--- src/rtl/srba_pkg.sv ---
`timescale 1ns / 1ps

package srba_pkg;

  localparam int SAMPLE_BITS = 16;
  localparam int DELTA_W     = 16;
  localparam int PERIOD_W    = 9;
  localparam int SHIFT_W     = 4;
  localparam int CFG_IDX_W   = 2;
  localparam int CFG_DATA_W  = 16;

  typedef logic signed [SAMPLE_BITS-1:0] sample_t;
  typedef logic [CFG_IDX_W-1:0]          cfg_idx_t;

  localparam cfg_idx_t REG_MOVE_DELTA    = 2'd0;
  localparam cfg_idx_t REG_STABLE_PERIOD = 2'd1;
  localparam cfg_idx_t REG_AVERAGE_SHIFT = 2'd2;

  localparam logic [DELTA_W-1:0]  DELTA_RESET  = 16'd16;
  localparam logic [PERIOD_W-1:0] PERIOD_RESET = 9'd16;
  localparam logic [SHIFT_W-1:0]  SHIFT_RESET  = 4'd4;

endpackage

--- src/rtl/stable_reading_block_averager.sv ---
`timescale 1ns / 1ps

// Stable-reading block averager. Each accepted sample yields exactly one result beat:
// while it sits in the input register the reference compare, accumulate, count and
// shift/saturate update the state and load the result register, where the result then
// waits for its beat. A new sample can be taken every cycle; throughput is one per
// cycle, limited only by out_ready back-pressure, which reaches in_ready combinationally.
// A sample further than move_delta from the reference restarts accumulation (on_move);
// after stable_period stable samples the sum is shifted right by average_shift,
// saturated to signed 16 bits and reported with new_average. Period 0 acts as 1 and
// periods above MAX_PERIOD act as MAX_PERIOD. Configuration writes are always accepted
// (cfg_ready is tied high) and must only be made while the block is idle.
module stable_reading_block_averager #(
  parameter int MAX_PERIOD = 256
) (
  input  logic                                clk,
  input  logic                                rst_n,
  input  logic                                in_valid,
  output logic                                in_ready,
  input  srba_pkg::sample_t                   in_sample,
  output logic                                out_valid,
  input  logic                                out_ready,
  output srba_pkg::sample_t                   out_filtered_value,
  output logic                                out_new_average,
  output logic                                out_on_move,
  input  logic                                cfg_valid,
  output logic                                cfg_ready,
  input  srba_pkg::cfg_idx_t                  cfg_index,
  input  logic [srba_pkg::CFG_DATA_W-1:0]     cfg_data
);
  import srba_pkg::*;

  localparam int CNT_W = $clog2(MAX_PERIOD + 1);
  localparam int SUM_W = SAMPLE_BITS + $clog2(MAX_PERIOD);
  localparam int DIF_W = SAMPLE_BITS + 1;
  localparam logic [CNT_W-1:0] CNT_MAX = CNT_W'(MAX_PERIOD);
  localparam logic [CNT_W-1:0] CNT_ONE = CNT_W'(1);
  localparam logic signed [SUM_W-1:0] SAT_HI = SUM_W'((64'sd1 <<< (SAMPLE_BITS - 1)) - 1);
  localparam logic signed [SUM_W-1:0] SAT_LO = -SAT_HI - SUM_W'(1);

  // configuration
  logic [DELTA_W-1:0]  move_delta_r;
  logic [PERIOD_W-1:0] stable_period_r;
  logic [SHIFT_W-1:0]  average_shift_r;

  // input stage
  logic    s1_valid_r;
  sample_t s1_sample_r;
  logic    s1_adv;

  // state
  sample_t                 ref_r, ref_nxt;
  logic [CNT_W-1:0]        count_r, count_nxt;
  logic signed [SUM_W-1:0] sum_r, sum_nxt;
  sample_t                 last_avg_r, last_avg_nxt;

  // result stage
  logic out_valid_r;
  logic new_avg_r, new_avg_nxt;
  logic on_move_r, on_move_nxt;

  // datapath
  logic signed [DIF_W-1:0] diff;
  logic [DIF_W-1:0]        abs_diff;
  logic                    moved;
  logic                    period_over;
  logic [CNT_W-1:0]        period_eff;
  logic [CNT_W-1:0]        count_inc;
  logic signed [SUM_W-1:0] sum_acc;
  logic signed [SUM_W-1:0] sum_shr;
  sample_t                 avg_sat;

  assign cfg_ready = 1'b1;

  always_ff @(posedge clk) begin
    if (!rst_n) begin
      move_delta_r    <= DELTA_RESET;
      stable_period_r <= PERIOD_RESET;
      average_shift_r <= SHIFT_RESET;
    end else if (cfg_valid && cfg_ready) begin
      unique case (cfg_index)
        REG_MOVE_DELTA:    move_delta_r    <= cfg_data[DELTA_W-1:0];
        REG_STABLE_PERIOD: stable_period_r <= cfg_data[PERIOD_W-1:0];
        REG_AVERAGE_SHIFT: average_shift_r <= cfg_data[SHIFT_W-1:0];
        default: ;
      endcase
    end
  end

  // the result slot is free or drains this cycle
  assign s1_adv   = s1_valid_r && (!out_valid_r || out_ready);
  assign in_ready = !s1_valid_r || s1_adv;

  always_ff @(posedge clk) begin
    if (!rst_n) begin
      s1_valid_r <= 1'b0;
    end else if (in_ready) begin
      s1_valid_r <= in_valid;
    end
  end

  always_ff @(posedge clk) begin
    if (in_valid && in_ready) begin
      s1_sample_r <= in_sample;
    end
  end

  always_comb begin
    diff        = DIF_W'(ref_r) - DIF_W'(s1_sample_r);
    abs_diff    = diff[DIF_W-1] ? $unsigned(-diff) : $unsigned(diff);
    moved       = abs_diff > DIF_W'(move_delta_r);

    period_over = 32'(stable_period_r) > 32'(MAX_PERIOD);
    if (stable_period_r == '0) begin
      period_eff = CNT_ONE;
    end else if (period_over) begin
      period_eff = CNT_MAX;
    end else begin
      period_eff = CNT_W'(stable_period_r);
    end

    count_inc = count_r + CNT_ONE;
    sum_acc   = sum_r + SUM_W'(s1_sample_r);
    sum_shr   = sum_acc >>> average_shift_r;
    if (sum_shr > SAT_HI) begin
      avg_sat = sample_t'(SAT_HI);
    end else if (sum_shr < SAT_LO) begin
      avg_sat = sample_t'(SAT_LO);
    end else begin
      avg_sat = sample_t'(sum_shr);
    end

    ref_nxt      = ref_r;
    count_nxt    = count_inc;
    sum_nxt      = sum_acc;
    last_avg_nxt = last_avg_r;
    new_avg_nxt  = 1'b0;
    on_move_nxt  = 1'b0;
    if (moved) begin
      on_move_nxt = 1'b1;
      ref_nxt     = s1_sample_r;
      count_nxt   = '0;
      sum_nxt     = '0;
    end else if (count_inc >= period_eff) begin
      new_avg_nxt  = 1'b1;
      last_avg_nxt = avg_sat;
      ref_nxt      = avg_sat;
      count_nxt    = '0;
      sum_nxt      = '0;
    end
  end

  always_ff @(posedge clk) begin
    if (!rst_n) begin
      ref_r       <= '0;
      count_r     <= '0;
      sum_r       <= '0;
      last_avg_r  <= '0;
      out_valid_r <= 1'b0;
    end else begin
      if (s1_adv) begin
        ref_r      <= ref_nxt;
        count_r    <= count_nxt;
        sum_r      <= sum_nxt;
        last_avg_r <= last_avg_nxt;
      end
      if (s1_adv) begin
        out_valid_r <= 1'b1;
      end else if (out_ready) begin
        out_valid_r <= 1'b0;
      end
    end
  end

  always_ff @(posedge clk) begin
    if (s1_adv) begin
      new_avg_r <= new_avg_nxt;
      on_move_r <= on_move_nxt;
    end
  end

  assign out_valid          = out_valid_r;
  assign out_filtered_value = last_avg_r;
  assign out_new_average    = new_avg_r;
  assign out_on_move        = on_move_r;

endmodule

--- config.mk ---
export PLATFORM = sky130hd
export DESIGN_NAME = stable_reading_block_averager
export DESIGN_NICKNAME = d
export VERILOG_FILES = /design/src/rtl/srba_pkg.sv /design/src/rtl/stable_reading_block_averager.sv
export SDC_FILE = /design/constraint.sdc
export NUM_CORES = 1
export LEC_CHECK = 0
export BUFFER_PORTS_ARGS = -buffer_cell sky130_fd_sc_hd__buf_2
export CORE_MARGIN = 5
export CORE_UTILIZATION = 45
export CTS_BUF_LIST = sky130_fd_sc_hd__clkbuf_4 sky130_fd_sc_hd__clkbuf_8
export CTS_CLUSTER_SIZE = 10
export DETAILED_ROUTE_END_ITERATION = 10
export GPL_TIMING_DRIVEN = 0
export PLACE_DENSITY = 0.65
export SLEW_MARGIN = 20
export SYNTH_ARGS = -nofsm -noshare
export SYNTH_HDL_FRONTEND = slang
export SYNTH_SLANG_ARGS = --single-unit
--- constraint.sdc ---
create_clock -name clk -period 7.6 [get_ports clk]
set_clock_uncertainty 0.05 [all_clocks]
set_input_delay 1.52 -clock clk [delete_from_list [all_inputs] [get_ports clk]]
set_output_delay 1.52 -clock clk [all_outputs]
set_load 0.02 [all_outputs]
==> impl_metrics.yaml, run 1 <==
detailed_routing:
  routedWlPerCell_um: 18.74
  post-route-drc-count: 0
  ant_nets: 0
  vias_per_cell: 5.918
  dr.pass1.iters: 5
  drt_iter0_drc: 555
  vias: 8611
  wirelength_um: 27260
clock_network:
  htree_levels: 4
  cts_resized: 0
  clk_pin_slew_ns: 0.07
  clock_sinks: 114
  cts_tree: "built"
  insertion_delay_ns: 0.46
  ctsHoldBuffers: 0
  cts-root-buf: "clkbuf_8"
  clockBufferDepth: 2
  cts_setup_buffers: 0
  cts_made_buffers: 17
placed_design:
  dp_hpwl_um: 21550
  place.gp.congestion: 0.9362
  numPortBuffers: 57
global_routing:
  antenna_found_initial: 0
  track_usage: 0.2462
  grt_pass1_vias: 8342
  grt-ovfl-total: 0
  grt_pass1_wl_um: 43810
  grt_max_degree: 17
setup_path:
  startpoint: "s1_sample_r[0]$_DFFE_PP_"
  r2r_cells: 25
  critPathArrivalTime_ns: 6.98
  r2r_end: "ref_r[12]$_SDFFE_PN0P_"
  cp-endpoint: "ref_r[12]$_SDFFE_PN0P_"
  startpoint_type: "flip-flop"
  crit_fanout: 10
  required_ns: 7.92
  crit_type: "reg2reg"
  reg2reg_slack_ns: 0.94
  reg2reg_from: "s1_sample_r[0]$_DFFE_PP_"
  end_kind: "flip-flop"
timing:
  tns_ns: 0
  rsz0062_at_grt: "false"
  period_share: 0.8758
  min_period_ns: 6.656
  slew_headroom: 0.3563
  final_hold_viol_count: 0
  slew_viol_final: 0
  worst_pin_slew_ns: 0.9656
  timing.fmax_mhz: 150.2
  finalSetupViolCount: 0
floorplanning:
  die_w_um: 150.6
  io_pins: 60
  die_h_um: 150.6
  core_region_area_mm2: 0.01946
  initial_core_util: 0.4571
  dieArea_mm2: 0.02268
  rows: 51
yosys:
  ys_top_cells_by_area: "dfxtp_1, ha_1, edfxtp_1"
  syn_nets: 1208
  synth_edf_count: 18
  ys_ff_latch: 114
  synthArstFlopShare: 0
  yosys.area.top_type: "dfxtp_1"
  synth_top_area_frac: 0.2160
  ys_types: 84
  synth-seq-area-share: 0.2768
  netlist_instances: 1101
  synth_area_per_cell_um2: 8.080
  synth_flop_cell: "dfxtp_1"
  yosys_warnings: 0
  netlist_area_mm2: 0.008896
layout:
  syn_to_final_growth_pct: 12.03
  n_fill_cell: 1885
  final_common_cell: "nand2_1"
  final_layout_size_suffix_gt1_frac: 0.1185
  layout_common_cells: "nand2_1, a21oi_1, dfxtp_1"
  n_antenna_cell: 0
  fin_util: 0.5121
  fin_nets: 1284
run:
  max_cap_violations: 0
power_and_ir_drop:
  peakVddDrop_uv: 134.1
  p_leak_uw: 0.004146
  powerDensity_mw_per_mm2: 374.2
worst_hold_path:
  holdPathStages: 1
  min_path_type: "reg2reg"
status:
  status: "completed"
how the worst min path moves through the flow:
stage                                             startpoint                                 end  slack, ns
final                     out_filtered_value[6]$_SDFFE_PN0P_  out_filtered_value[6]$_SDFFE_PN0P_       0.40
after global routing            move_delta_r[3]$_SDFFE_PN0P_        move_delta_r[3]$_SDFFE_PN0P_       0.43
after CTS                 out_filtered_value[0]$_SDFFE_PN0P_  out_filtered_value[0]$_SDFFE_PN0P_       0.41
after detailed placement  out_filtered_value[9]$_SDFFE_PN0P_  out_filtered_value[9]$_SDFFE_PN0P_       0.39
after global placement    out_filtered_value[1]$_SDFFE_PN0P_  out_filtered_value[1]$_SDFFE_PN0P_       0.38
after floorplan                       sum_r[10]$_SDFFE_PN0P_              sum_r[10]$_SDFFE_PN0P_       0.39
worst max-delay path: stages, from the launching register on:
cell and delay [ns]:
edfxtp_1 0.49, ha_1 0.27, fa_1 0.41, nor2b_1 0.14, o21a_1 0.16, o21ai_0 0.15, a21oi_1 0.37, o2111ai_1 0.23
and4b_1 0.33, nor2_1 0.22, clkbuf_1 0.36, nor2_1 0.07, a21oi_1 0.14, ha_1 0.26, nor2b_1 0.14, o21a_1 0.17
o21a_1 0.16, o21a_1 0.16, o21a_1 0.16, o21ai_0 0.14, a21oi_1 0.12, or3b_2 0.58, o21ai_1 0.53, clkbuf_1 0.43
a22oi_1 0.15, o21ai_0 0.18
through the flow:
step | cells | hold WS, ns | setup WS (ns) | total power [uW] | instance area [um^2]
global placement | 1423 | 0.3812 | 1.067 | 3008 | 9513
floorplan | 1101 | 0.3856 | 2.121 | 2468 | 8896
finish | 1455 | 0.4022 | 0.9436 | 3729 | 9966
global route | 1455 | 0.4269 | 0.3614 | 4010 | 9966
detailed placement | 1423 | 0.3866 | 1.035 | 3025 | 9513
CTS | 1455 | 0.4066 | 0.9625 | 3702 | 9966
flip-flops by register name, summed over array words and instances (netlist names), 4 cells and up:
name	cells
average_shift_r	4
count_r	9
move_delta_r	16
out_filtered_value	16
ref_r	16
s1_sample_r	16
stable_period_r	9
sum_r	24
cell usage after synthesis (all sizes together) (7+ instances only):
cell     number
and3         11
nand4        10
a21o         25
a31oi        18
xor2         20
o21bai        7
ha           66
inv          59
o311ai        7
mux4         14
xnor2        36
o21a         13
and4          7
nand3        47
nor4          8
a211oi       18
dfxtp        96
nand2       120
o21ai        57
a22oi        16
clkbuf       47
nor3         18
nor2         87
o211ai        7
nand2b        7
a21oi       101
buf          18
o2111a        7
and2         14
mux2i        29
edfxtp       18
o2111ai      12
layer usage:
metal	GRT usage	part of all wire
met1	0.3176	0.44
met2	0.4106	0.47
met3	0.03823	0.056
met4	0.1034	0.032
met5	0	0
area by class of cell:
| type | instances | area [um^2] | area share |
|---|---|---|---|
| Multi-Input combinational cell | 861 | 5934 | 0.5955 |
| Tap cell | 265 | 331.6 | 0.03327 |
| Sequential cell | 114 | 2462 | 0.2471 |
| Clock buffer | 23 | 297.8 | 0.02988 |
| Timing Repair Buffer | 57 | 285.3 | 0.02863 |
| Clock inverter | 9 | 155.1 | 0.01557 |
| Inverter | 61 | 229.0 | 0.02298 |
| Buffer | 65 | 270.3 | 0.02712 |
cells by family (layout without fill, tap and decap cells):
| family | count (synthesis) | in the layout | synth area share |
|---|---|---|---|
| AO/OA/AOI/OAI | 340 | 340 | 0.2588 |
| buffers and inverters | 126 | 215 | 0.05612 |
| other | 1 | 1 | 0.0004215 |
| flip-flops | 114 | 114 | 0.2768 |
| multiplexers | 43 | 43 | 0.06807 |
| adder cells (fa/ha/maj) | 68 | 68 | 0.09733 |
| AND/OR/NAND/NOR | 353 | 353 | 0.1873 |
| XOR/XNOR | 56 | 56 | 0.05513 |
power by group:
part | internal [uW] | switching (uW) | total, uW
Sequential | 710 | 65.9 | 776
Combinational | 867 | 1420 | 2290
Clock | 395 | 269 | 663
Total | 1970 | 1760 | 3730
Power figures use the tool's default switching activity.
==> run 2, diff against run 1 <==
--- a/config.mk
+++ b/config.mk
@@ -6,9 +6,8 @@
 export NUM_CORES = 1
 export LEC_CHECK = 0
 export BUFFER_PORTS_ARGS = -buffer_cell sky130_fd_sc_hd__buf_2
-export CORE_MARGIN = 5
 export CORE_UTILIZATION = 45
-export CTS_BUF_LIST = sky130_fd_sc_hd__clkbuf_4 sky130_fd_sc_hd__clkbuf_8
+export CTS_BUF_LIST = sky130_fd_sc_hd__clkbuf_8
 export CTS_CLUSTER_SIZE = 10
 export DETAILED_ROUTE_END_ITERATION = 10
 export GPL_TIMING_DRIVEN = 0
==> run 2 against run 1 <==
  * Critical path depth unchanged
  * Clock power is 7.2% lower
  * Hold slack about the same
  * Register-to-register slack got worse by 0.04 ns
  * Combinational power is essentially flat
  * Utilization about the same
  * Power decreased by 0.74%
  * Cell area fell by 0.41%
  * Wire length decreased by 0.10%
  * Maximum frequency decreased by 0.66%
  * Worst setup slack lost 0.044 ns
  * Sequential share of layout area up 0.10 points
  * Critical endpoint is now ref_r[13]$_SDFFE_PN0P_
==> impl_metrics.yaml, run 2 (synthesized netlist as in run 1, its figures left out) <==
status:
  status: "completed"
clock_network:
  cts_tree: "built"
  clockBufferDepth: 2
  cts-root-buf: "clkbuf_8"
  cts_setup_buffers: 0
  cts_resized: 0
  ctsHoldBuffers: 0
  cts_made_buffers: 17
  clk_pin_slew_ns: 0.08
  htree_levels: 4
  insertion_delay_ns: 0.46
  clock_sinks: 114
global_routing:
  antenna_found_initial: 0
  grt_max_degree: 17
  top_usage_layer: "met2"
  met1_usage: 0.3357
  grt_pass1_vias: 8088
  use_met2: 0.4623
  track_usage: 0.2730
  grt_pass1_wl_um: 42370
  grt-ovfl-total: 0
  grt_use_met3: 0.05754
timing:
  slew_headroom: 0.3956
  worst_pin_slew_ns: 0.9066
  min_period_ns: 6.700
  setup_ws_ns: 0.8997
  timing.fmax_mhz: 149.2
  rsz0062_at_grt: "false"
  finalSetupViolCount: 0
  hold_ws_ns: 0.4022
  tns_ns: 0
  slew_viol_final: 0
  final_hold_viol_count: 0
  period_share: 0.8816
power_and_ir_drop:
  peakVddDrop_uv: 208.4
  power_frac_clock: 0.166
  p_leak_uw: 0.004122
  switching_share: 0.4849
  seq_power_share: 0.210
  powerDensity_mw_per_mm2: 372.9
  p_comb_frac: 0.624
  p_int_uw: 1907
  p_sw_uw: 1795
placed_design:
  dp_slack_ns: 1.043
  dp_hpwl_um: 21420
  place.gp.congestion: 0.9509
  numPortBuffers: 57
  placed_area_mm2: 0.009513
worst_hold_path:
  hp-start: "out_filtered_value[0]$_SDFFE_PN0P_"
  min_path_type: "reg2reg"
setup_path:
  end_kind: "flip-flop"
  reg2reg_slack_ns: 0.90
  cp_slowest_stage_delay_ns: 0.58
  crit_type: "reg2reg"
  cpMostUsedCell: "o21a_1"
  reg2reg_from: "s1_sample_r[0]$_DFFE_PP_"
  startpoint_type: "flip-flop"
  crit_fanout: 10
  critPathArrivalTime_ns: 7.03
  startpoint: "s1_sample_r[0]$_DFFE_PP_"
  crit_slowest_cell: "or3b_2"
  required_ns: 7.93
detailed_routing:
  vias: 8650
  dr.pass1.iters: 7
  post-route-drc-count: 0
  routedWlPerCell_um: 18.72
  wirelength_um: 27240
  ant_nets: 0
  drt_iter0_drc: 617
  vias_per_cell: 5.945
floorplanning:
  die_h_um: 142.6
  rows: 51
  die_w_um: 142.6
  io_pins: 60
  dieArea_mm2: 0.02033
  initial_core_util: 0.4586
  core_region_area_mm2: 0.01940
layout:
  largest_reg_flops: 24
  n_fill_cell: 1928
  final_layout_size_suffix_gt1_frac: 0.1176
  syn_to_final_growth_pct: 11.56
  n_antenna_cell: 0
  largest_register: "sum_r"
  fin_util: 0.5116
  layout_common_cells: "nand2_1, a21oi_1, dfxtp_1"
  final_common_cell: "nand2_1"
  fin_area_mm2: 0.009925
  fin_nets: 1284
run:
  max_cap_violations: 0
## run 2: cell type report
type | count | area [um^2] | share of cell area
Multi-Input combinational cell | 861 | 5934 | 0.5980
Sequential cell | 114 | 2462 | 0.2481
Tap cell | 265 | 331.6 | 0.03341
Timing Repair Buffer | 57 | 285.3 | 0.02874
Buffer | 65 | 270.3 | 0.02723
Clock buffer | 17 | 234.0 | 0.02358
Inverter | 61 | 229.0 | 0.02307
Clock inverter | 15 | 177.7 | 0.01790
## run 2: worst max-delay path, delay by kind of cell, from the launching register on
kind,cells,cell delay [ns]
AO/OA/AOI/OAI,14,2.84
AND/OR/NAND/NOR,6,1.48
adder cells (fa/ha/maj),3,0.96
buffers and inverters,2,0.78
flip-flops,1,0.50
## run 2: path summary, 6_finish.rpt
path / end / cells past startpoint
setup / recovery: ref_r[13]$_SDFFE_PN0P_ / 25
hold / removal: out_filtered_value[0]$_SDFFE_PN0P_ / 1
setup reg to reg: ref_r[13]$_SDFFE_PN0P_ / 25
hold reg to reg: out_filtered_value[0]$_SDFFE_PN0P_ / 1
## run 2: per-stage QoR
step	instances	total power (uW)
global placement	1423	3015
finish	1455	3701
CTS	1455	3665
global route	1455	3967
detailed placement	1423	3038
floorplan	1101	2468
## run 2: per-layer routing
layer	vias to the layer above	wire (um)
li1	4201	-
met1	4105	11870
met2	295	12940
met3	49	1732
met4	0	694
met5	-	0
## run 2: power groups by stage
stage	Sequential (uW)	Combinational, uW	Clock (uW)
global route	786	2530	651
floorplan	772	1700	0
global placement	786	2230	0
detailed placement	788	2250	0
finish	776	2310	615
CTS	774	2270	624
==> run 3, diff against run 2 <==
--- a/config.mk
+++ b/config.mk
@@ -11,7 +11,6 @@
 export CTS_CLUSTER_SIZE = 10
 export DETAILED_ROUTE_END_ITERATION = 10
 export GPL_TIMING_DRIVEN = 0
-export PLACE_DENSITY = 0.65
 export SLEW_MARGIN = 20
 export SYNTH_ARGS = -nofsm -noshare
 export SYNTH_HDL_FRONTEND = slang
==> run 3 against run 2 <==
  * Die area did not move
  * Power down 1.9%
  * Wire length up 1.9%
  * Utilization down 0.30 points
  * First-iteration DRC count increased by 16%
  * Critical endpoint unchanged
==> impl_metrics.yaml, run 3 (synthesized netlist as in run 1, its figures left out) <==
setup_path:
  reg2reg_from: "s1_sample_r[0]$_DFFE_PP_"
  cp_slowest_stage_delay_ns: 0.57
  startpoint_type: "flip-flop"
  path_delay_family: "compound AO/OA/AOI/OAI gates"
  crit_cells: 25
  critPathArrivalTime_ns: 7.07
  crit_slowest_cell: "or3b_2"
  r2r_cells: 25
  crit_buf_inv: 2
  startpoint: "s1_sample_r[0]$_DFFE_PP_"
  crit_fanout: 10
  r2r_end: "ref_r[13]$_SDFFE_PN0P_"
  end_kind: "flip-flop"
  cpMostUsedCell: "o21a_1"
  crit_type: "reg2reg"
  reg2reg_slack_ns: 0.85
  cp-endpoint: "ref_r[13]$_SDFFE_PN0P_"
  required_ns: 7.92
power_and_ir_drop:
  total_power_uw: 3631
  p_int_uw: 1850
  powerDensity_mw_per_mm2: 367.9
  seq_power_share: 0.214
  peakVddDrop_uv: 147.8
  p_leak_uw: 0.004112
  p_sw_uw: 1780
  p_comb_frac: 0.639
  switching_share: 0.4904
  power_frac_clock: 0.147
floorplanning:
  rows: 51
  core_region_area_mm2: 0.01940
  die_h_um: 142.6
  dieArea_mm2: 0.02033
  io_pins: 60
  initial_core_util: 0.4586
  die_w_um: 142.6
timing:
  finalSetupViolCount: 0
  slew_headroom: 0.3580
  timing.fmax_mhz: 148.2
  worst_pin_slew_ns: 0.9630
  slew_viol_final: 0
  final_hold_viol_count: 0
  rsz0062_at_grt: "false"
  min_period_ns: 6.746
  setup_ws_ns: 0.8543
  hold_ws_ns: 0.3945
  tns_ns: 0
  period_share: 0.8876
detailed_routing:
  ant_nets: 0
  met3_length_um: 1515
  dr.pass1.iters: 7
  dr_wl_met2_um: 12940
  wirelength_um: 27760
  vias: 8608
  drt_iter0_drc: 717
  routedWlPerCell_um: 19.09
  top_layer: "met4"
  post-route-drc-count: 0
  drt-met1-wl_um: 12590
  vias_per_cell: 5.920
clock_network:
  htree_levels: 4
  insertion_delay_ns: 0.46
  cts_setup_buffers: 0
  cts_resized: 0
  cts-root-buf: "clkbuf_8"
  cts_made_buffers: 17
  ctsHoldBuffers: 0
  clk_pin_slew_ns: 0.07
  clock_sinks: 114
  cts_tree: "built"
  clockBufferDepth: 2
global_routing:
  antenna_found_initial: 0
  grt_pass1_wl_um: 43180
  grt_pass1_vias: 7961
  grt_max_degree: 17
  grt-ovfl-total: 0
  track_usage: 0.2784
placed_design:
  dp_slack_ns: 0.9866
  dp_hpwl_um: 21690
  numPortBuffers: 57
  dp_cells: 1423
  place.gp.congestion: 0.9391
layout:
  syn_to_final_growth_pct: 10.91
  n_antenna_cell: 0
  final_common_cell: "nand2_1"
  largest_register: "sum_r"
  largest_reg_flops: 24
  layout_common_cells: "nand2_1, a21oi_1, dfxtp_1"
  final_layout_size_suffix_gt1_frac: 0.1152
  instances_no_fill: 1454
  fin_nets: 1284
  n_fill_cell: 1965
worst_hold_path:
  min_path_type: "reg2reg"
status:
  status: "completed"
run:
  max_cap_violations: 0
[run 3: changes by cell type in the layout (fill, tap and decap cells not counted), sizes merged]
| cell | previous run | this run |
|---|---|---|
| inv | 67 | 66 |
| bufinv | 3 | 1 |
| clkinv | 3 | 5 |
| clkinvlp | 3 | 1 |
| clkbuf | 64 | 66 |
[run 3: worst min-delay path by stage]
| stage | from | endpoint | depth (start not counted) |
|---|---|---|---|
| floorplan | sum_r[10]$_SDFFE_PN0P_ | sum_r[10]$_SDFFE_PN0P_ | 2 |
| finish | out_filtered_value[0]$_SDFFE_PN0P_ | out_filtered_value[0]$_SDFFE_PN0P_ | 1 |
| global placement | out_filtered_value[6]$_SDFFE_PN0P_ | out_filtered_value[6]$_SDFFE_PN0P_ | 1 |
| detailed placement | out_filtered_value[0]$_SDFFE_PN0P_ | out_filtered_value[0]$_SDFFE_PN0P_ | 1 |
| CTS | out_filtered_value[0]$_SDFFE_PN0P_ | out_filtered_value[0]$_SDFFE_PN0P_ | 1 |
| global route | out_filtered_value[1]$_SDFFE_PN0P_ | out_filtered_value[1]$_SDFFE_PN0P_ | 1 |
[run 3: final cells by class]
class | instances | area [um^2] | share of cell area
multi-input combinational | 861 | 5934 | 0.6014
sequential | 114 | 2462 | 0.2496
tap | 265 | 331.6 | 0.03360
timing repair buffer | 57 | 285.3 | 0.02891
buffer | 65 | 270.3 | 0.02739
clock buffer | 19 | 261.5 | 0.02650
inverter | 61 | 229.0 | 0.02321
clock inverter | 12 | 92.59 | 0.009384
[run 3: power groups by stage]
stage          sequential, uW  clock, uW  combinational, uW
6_report                  778        534               2320
5_1_grt                   785        567               2530
4_1_cts                   776        539               2270
3_5_place_dp              788          0               2260
3_3_place_gp              787          0               2240
2_1_floorplan             772          0               1700
[run 3: metrics by stage]
| step | util | cell area, um^2 |
|---|---|---|
| 4_1_cts | 0.5086 | 9867 |
| 5_1_grt | 0.5086 | 9867 |
| 3_3_place_gp | 0.4904 | 9513 |
| 3_5_place_dp | 0.4904 | 9513 |
| 6_report | 0.5086 | 9867 |
| 2_1_floorplan | - | 8896 |
[run 3: metal layers]
layer  vias to the layer above  GRT usage
met3                        50    0.04879
met5                         -          0
met2                       264     0.4641
met4                         0    0.08998
met1                      4095     0.3630
li1                       4199          -
